## config.mk

```make
export PLATFORM = sky130hd
export DESIGN_NAME = pcf_ctrl
export DESIGN_NICKNAME = d
export VERILOG_FILES = /design/src/design/pcf_pkg.sv /design/src/design/pcf_ctrl.sv
export SDC_FILE = /design/constraint.sdc
export NUM_CORES = 1
export LEC_CHECK = 0
export ABC_AREA = 0
export ABC_CLOCK_PERIOD_IN_PS = 3600
export BUFFER_PORTS_ARGS = -buffer_cell sky130_fd_sc_hd__buf_2
export CELL_PAD_IN_SITES_DETAIL_PLACEMENT = 0
export CELL_PAD_IN_SITES_GLOBAL_PLACEMENT = 1
export CORE_MARGIN = 3
export CORE_UTILIZATION = 42
export DETAILED_ROUTE_END_ITERATION = 8
export GPL_TIMING_DRIVEN = 0
export PLACE_DENSITY = 0.84
export SYNTH_ARGS = -nofsm -noshare
export SYNTH_HDL_FRONTEND = slang
export SYNTH_SLANG_ARGS = --single-unit
export TNS_END_PERCENT = 30
```

## constraint.sdc

```tcl
create_clock -name clk -period 3.6 [get_ports clk]
set_input_delay 0.36 -clock clk [delete_from_list [all_inputs] [get_ports clk]]
set_output_delay 0.36 -clock clk [all_outputs]
set_load 0.02 [all_outputs]
```

## src/design/pcf_pkg.sv

```systemverilog
// Shared types and constants for the fixed-point correlation core.
`timescale 1ns / 1ps
`default_nettype none
package pcf_pkg;

  localparam int DEF_MAX_PAIRS   = 1024;
  localparam int DEF_SAMPLE_BITS = 16;

  localparam int FRAC_BITS = 15;
  localparam int CORR_W    = FRAC_BITS + 1;
  localparam int QUO_W     = 2 * FRAC_BITS + 1;
  localparam int ROOT_W    = FRAC_BITS + 1;
  localparam int DCNT_W    = $clog2(QUO_W);
  localparam int SCNT_W    = $clog2(ROOT_W);

  localparam logic [CORR_W-1:0] CORR_MAX = {1'b0, {(CORR_W-1){1'b1}}};

  typedef enum logic [3:0] {
    STEP_NSXY,
    STEP_SXSY,
    STEP_NSXX,
    STEP_SXSX,
    STEP_NSYY,
    STEP_SYSY,
    STEP_VXVY,
    STEP_COV2,
    STEP_DIV,
    STEP_SQRT
  } step_t;

  typedef struct packed {
    logic  accum;
    logic  go;
    step_t step;
    logic  load;
  } cmd_t;

  typedef struct packed {
    logic done;
    logic degen;
  } status_t;

endpackage
`default_nettype wire

```

## src/design/pcf_ctrl.sv

```systemverilog
// Controller: sequences accumulation, the finishing arithmetic and the result handshake.
`timescale 1ns / 1ps
`default_nettype none
module pcf_ctrl (
  input  logic               clk,
  input  logic               rst,
  input  logic               in_valid,
  input  logic               last_sample,
  input  logic               out_stall,
  input  pcf_pkg::status_t   status,
  output pcf_pkg::cmd_t      cmd,
  output logic               in_stall,
  output logic               out_valid
);

  typedef enum logic [1:0] {
    S_ACCUM,
    S_RUN,
    S_CHECK,
    S_FINISH
  } state_t;

  state_t         state;
  logic           go;
  pcf_pkg::step_t step;
  logic           accept, load;

  function automatic pcf_pkg::step_t next_step(input pcf_pkg::step_t s);
    pcf_pkg::step_t n;
    case (s)
      pcf_pkg::STEP_NSXY: n = pcf_pkg::STEP_SXSY;
      pcf_pkg::STEP_SXSY: n = pcf_pkg::STEP_NSXX;
      pcf_pkg::STEP_NSXX: n = pcf_pkg::STEP_SXSX;
      pcf_pkg::STEP_SXSX: n = pcf_pkg::STEP_NSYY;
      pcf_pkg::STEP_NSYY: n = pcf_pkg::STEP_SYSY;
      pcf_pkg::STEP_VXVY: n = pcf_pkg::STEP_COV2;
      pcf_pkg::STEP_COV2: n = pcf_pkg::STEP_DIV;
      pcf_pkg::STEP_DIV:  n = pcf_pkg::STEP_SQRT;
      default:            n = pcf_pkg::STEP_NSXY;
    endcase
    return n;
  endfunction

  assign in_stall = (state != S_ACCUM);
  assign accept   = in_valid && !in_stall;
  assign load     = (state == S_FINISH) && (!out_valid || !out_stall);

  assign cmd.accum = accept;
  assign cmd.go    = go;
  assign cmd.step  = step;
  assign cmd.load  = load;

  always_ff @(posedge clk) begin
    if (rst) begin
      state     <= S_ACCUM;
      go        <= 1'b0;
      step      <= pcf_pkg::STEP_NSXY;
      out_valid <= 1'b0;
    end else begin
      go <= 1'b0;
      if (load) begin
        out_valid <= 1'b1;
      end else if (out_valid && !out_stall) begin
        out_valid <= 1'b0;
      end
      case (state)
        S_ACCUM: begin
          if (accept && last_sample) begin
            go    <= 1'b1;
            step  <= pcf_pkg::STEP_NSXY;
            state <= S_RUN;
          end
        end
        S_RUN: begin
          if (status.done) begin
            case (step)
              pcf_pkg::STEP_SYSY: state <= S_CHECK;
              pcf_pkg::STEP_SQRT: state <= S_FINISH;
              default: begin
                step <= next_step(step);
                go   <= 1'b1;
              end
            endcase
          end
        end
        S_CHECK: begin
          if (status.degen) begin
            state <= S_FINISH;
          end else begin
            step  <= pcf_pkg::STEP_VXVY;
            go    <= 1'b1;
            state <= S_RUN;
          end
        end
        S_FINISH: begin
          if (load) begin
            state <= S_ACCUM;
          end
        end
        default: state <= S_ACCUM;
      endcase
    end
  end

endmodule
`default_nettype wire

```

==> reports/metrics.cfg <==
[run_status]
status=finished clean

[floorplanning]
die_area_um2=2530
start_util_pct=46.2
placementRows=15
core_area_um2=1780
die_x_um=50.3
die-height_um=50.3
ios=16

[route]
drc=0
vias=740
drtAntennaViolNets=0
drt_iter0_drc=7
via_per_inst=5.40
wl_per_cell_um=12.9
drtPass1Iterations=4
wl_um=1770

[grt]
grt_pass1_vias=718
overflow=0
grt_pass1_wl_um=3110
antenna_found_initial=0
grt.total_usage_pct=16.1
grt_max_degree=11

[clocking]
htree_num_levels=1
cts_resized=0
cts_hold_buffers=0
cts_setup_buffers=0
cts.path.max_buffers=2
clk_latency_ns=0.28
cts_sinks=12
cts_tree=built
root_buffer=clkbuf_4
path_clk_slew_ns=0.08
numCtsBuffers=3

[yosys]
synth_edf_count=0
synthTopCellsByCount=dfxtp_1, ha_1, a21oi_1, inv_1, nor2_1
ys.flop_type=dfxtp_1
syn_area_per_cell_um2=8.87
synth.distinct_cells=34
synth_top_cell_area_share_pct=29.1
yosysWarnings=0
synth.ff_latch_count=12
ys_async_sr_fraction_pct=0
yosys-top-cells-area=dfxtp_1, ha_1, a21oi_1
synthesis.area_um2=825
syn_inst=93
ys_seq_area_share_pct=29.1
synth_top_cell_by_area=dfxtp_1
yosysMostFrequentCell=dfxtp_1
synth_fp_nets=109

[cells_and_area]
ff_latch_area_um2=240
multi_input_area_um2=532
drive_above_1_share_pct=28.6
n_fill_cell=176
final_area_um2=967
nNetsFinal=129
syn_to_final_growth_pct=17.3
diodes=0

[place]
dp_hpwl_um=1390
place_area_um2=931
portBuffers=15
gp_congestion=0.851

[timing]
worst_pin_slew_ns=0.437
clock-skew-final_ns=0.00649
drv_slew=0
finalSetupViolations=0
setup_tns_ns=0
period_needed_ns=2.75
rsz0062_at_grt=no
timing.fmax_mhz=364
hold_viol=0
maxSlewHeadroom_pct=70.9
final_min_period_over_clock_period_pct=76.4

[setup_path]
regToRegSetupSlack_ns=0.85
end_kind=flop
crit_fanout=6
cp.arrival_ns=2.97
cp.required_ns=3.82
start_kind=flop
timing_worst_setup_path_type=reg -> reg

[pwr]
powerDensity_nw_per_um2=575
switching_share_pct=41.6
power.leakage_nw=0.447
combPwrFrac_pct=49.5
power_frac_clock_pct=20.0
power_frac_seq_pct=30.5
p_int_mw=0.325
p_sw_mw=0.231
irDropWorstVdd_uv=224

[flow_run]
max-cap-violations=0

[min_path]
hold_path_class=in -> reg

## metal layers
metal | up-vias | share of wire (%) | GRT usage (%)
met2 | 25 | 43 | 25.4
met4 | 0 | 1.4 | 6.73
met5 | - | 0 | 0
met1 | 338 | 47 | 20.5
met3 | 4 | 8.3 | 4.45
li1 | 373 | - | -
## area by class of cell
cell class	instances	share of cell area, %
clock buffers	4	3.75
plain buffers	4	2.72
flip-flops and latches	12	24.8
inverters	7	2.72
multi-input cells	70	55.0
repair buffers	15	7.76
well taps	25	3.23
## power by group through the flow
stage               logic, mW  registers, mW  clock network, mW
floorplan               0.208          0.174                  0
global placement        0.274          0.173                  0
detailed placement      0.275          0.173                  0
CTS                     0.277          0.170              0.113
global route            0.309          0.173              0.121
finish                  0.275          0.170              0.111
## metrics by stage
step | utilization, % | power (mW) | setup WS, ns | instances | hold slack (ns)
after detailed placement | 52.2 | 0.449 | 0.880 | 133 | 0.517
after CTS | 54.2 | 0.561 | 0.843 | 137 | 0.327
after global placement | 52.2 | 0.447 | 0.924 | 133 | 0.497
after floorplan | - | 0.381 | 1.19 | 93 | 0.440
final | 54.2 | 0.557 | 0.850 | 137 | 0.327
after global routing | 54.2 | 0.602 | 0.645 | 137 | 0.329
## worst max-delay path: stages, from the launching register on
cell	delay (ns)
dfxtp_1	0.44
inv_1	0.13
ha_1	0.29
a21o_1	0.25
o31a_1	0.26
a311oi_2	0.43
nor2_1	0.12
inv_1	0.11
ha_1	0.15
inv_1	0.05
a311oi_1	0.26
o221a_2	0.22
## cells in the final DEF, fill, tap and decap left out
cell      instances
o21ai_0           3
ha_1              9
clkbuf_1          1
and3_1            4
dfxtp_1          12
a222oi_1          1
nor2b_4           1
o21ai_1           2
nor2_1            6
a21boi_2          2
o21ai_2           1
a21o_1            1
nor2b_1           2
a311oi_2          1
a31oi_1           1
a311oi_1          2
buf_2            15
clkbuf_4          3
a21oi_1           7
xor2_1            1
a21oi_2           1
nand3_1           5
inv_1             7
o221a_2           1
clkbuf_8          1
buf_4             3
nor4_4            1
a21boi_0          3
or3_1             1
o31a_1            2
a31o_2            1
nor3_1            2
or2_1             1
nor3_4            1
nand2_1           5
mux2i_1           1
and2_1            1
## logic make-up after synthesis
group           after synthesis  synth area share (%)
simple gates                 30                  22.3
compound gates               29                  26.3
flops                        12                  29.1
buf+inv                      11                  6.37
fa+ha+maj                     9                  13.7
xor+xnor                      1                  1.06
mux                           1                  1.21
## worst paths after layout
path,startpoint,to,depth (start not counted)
min,rst,step[3],2
min reg2reg,out_valid,out_valid,2
max,state[0],flop,11
max reg2reg,state[0],flop,11
Note: power is estimated with default switching activity, not from simulation.
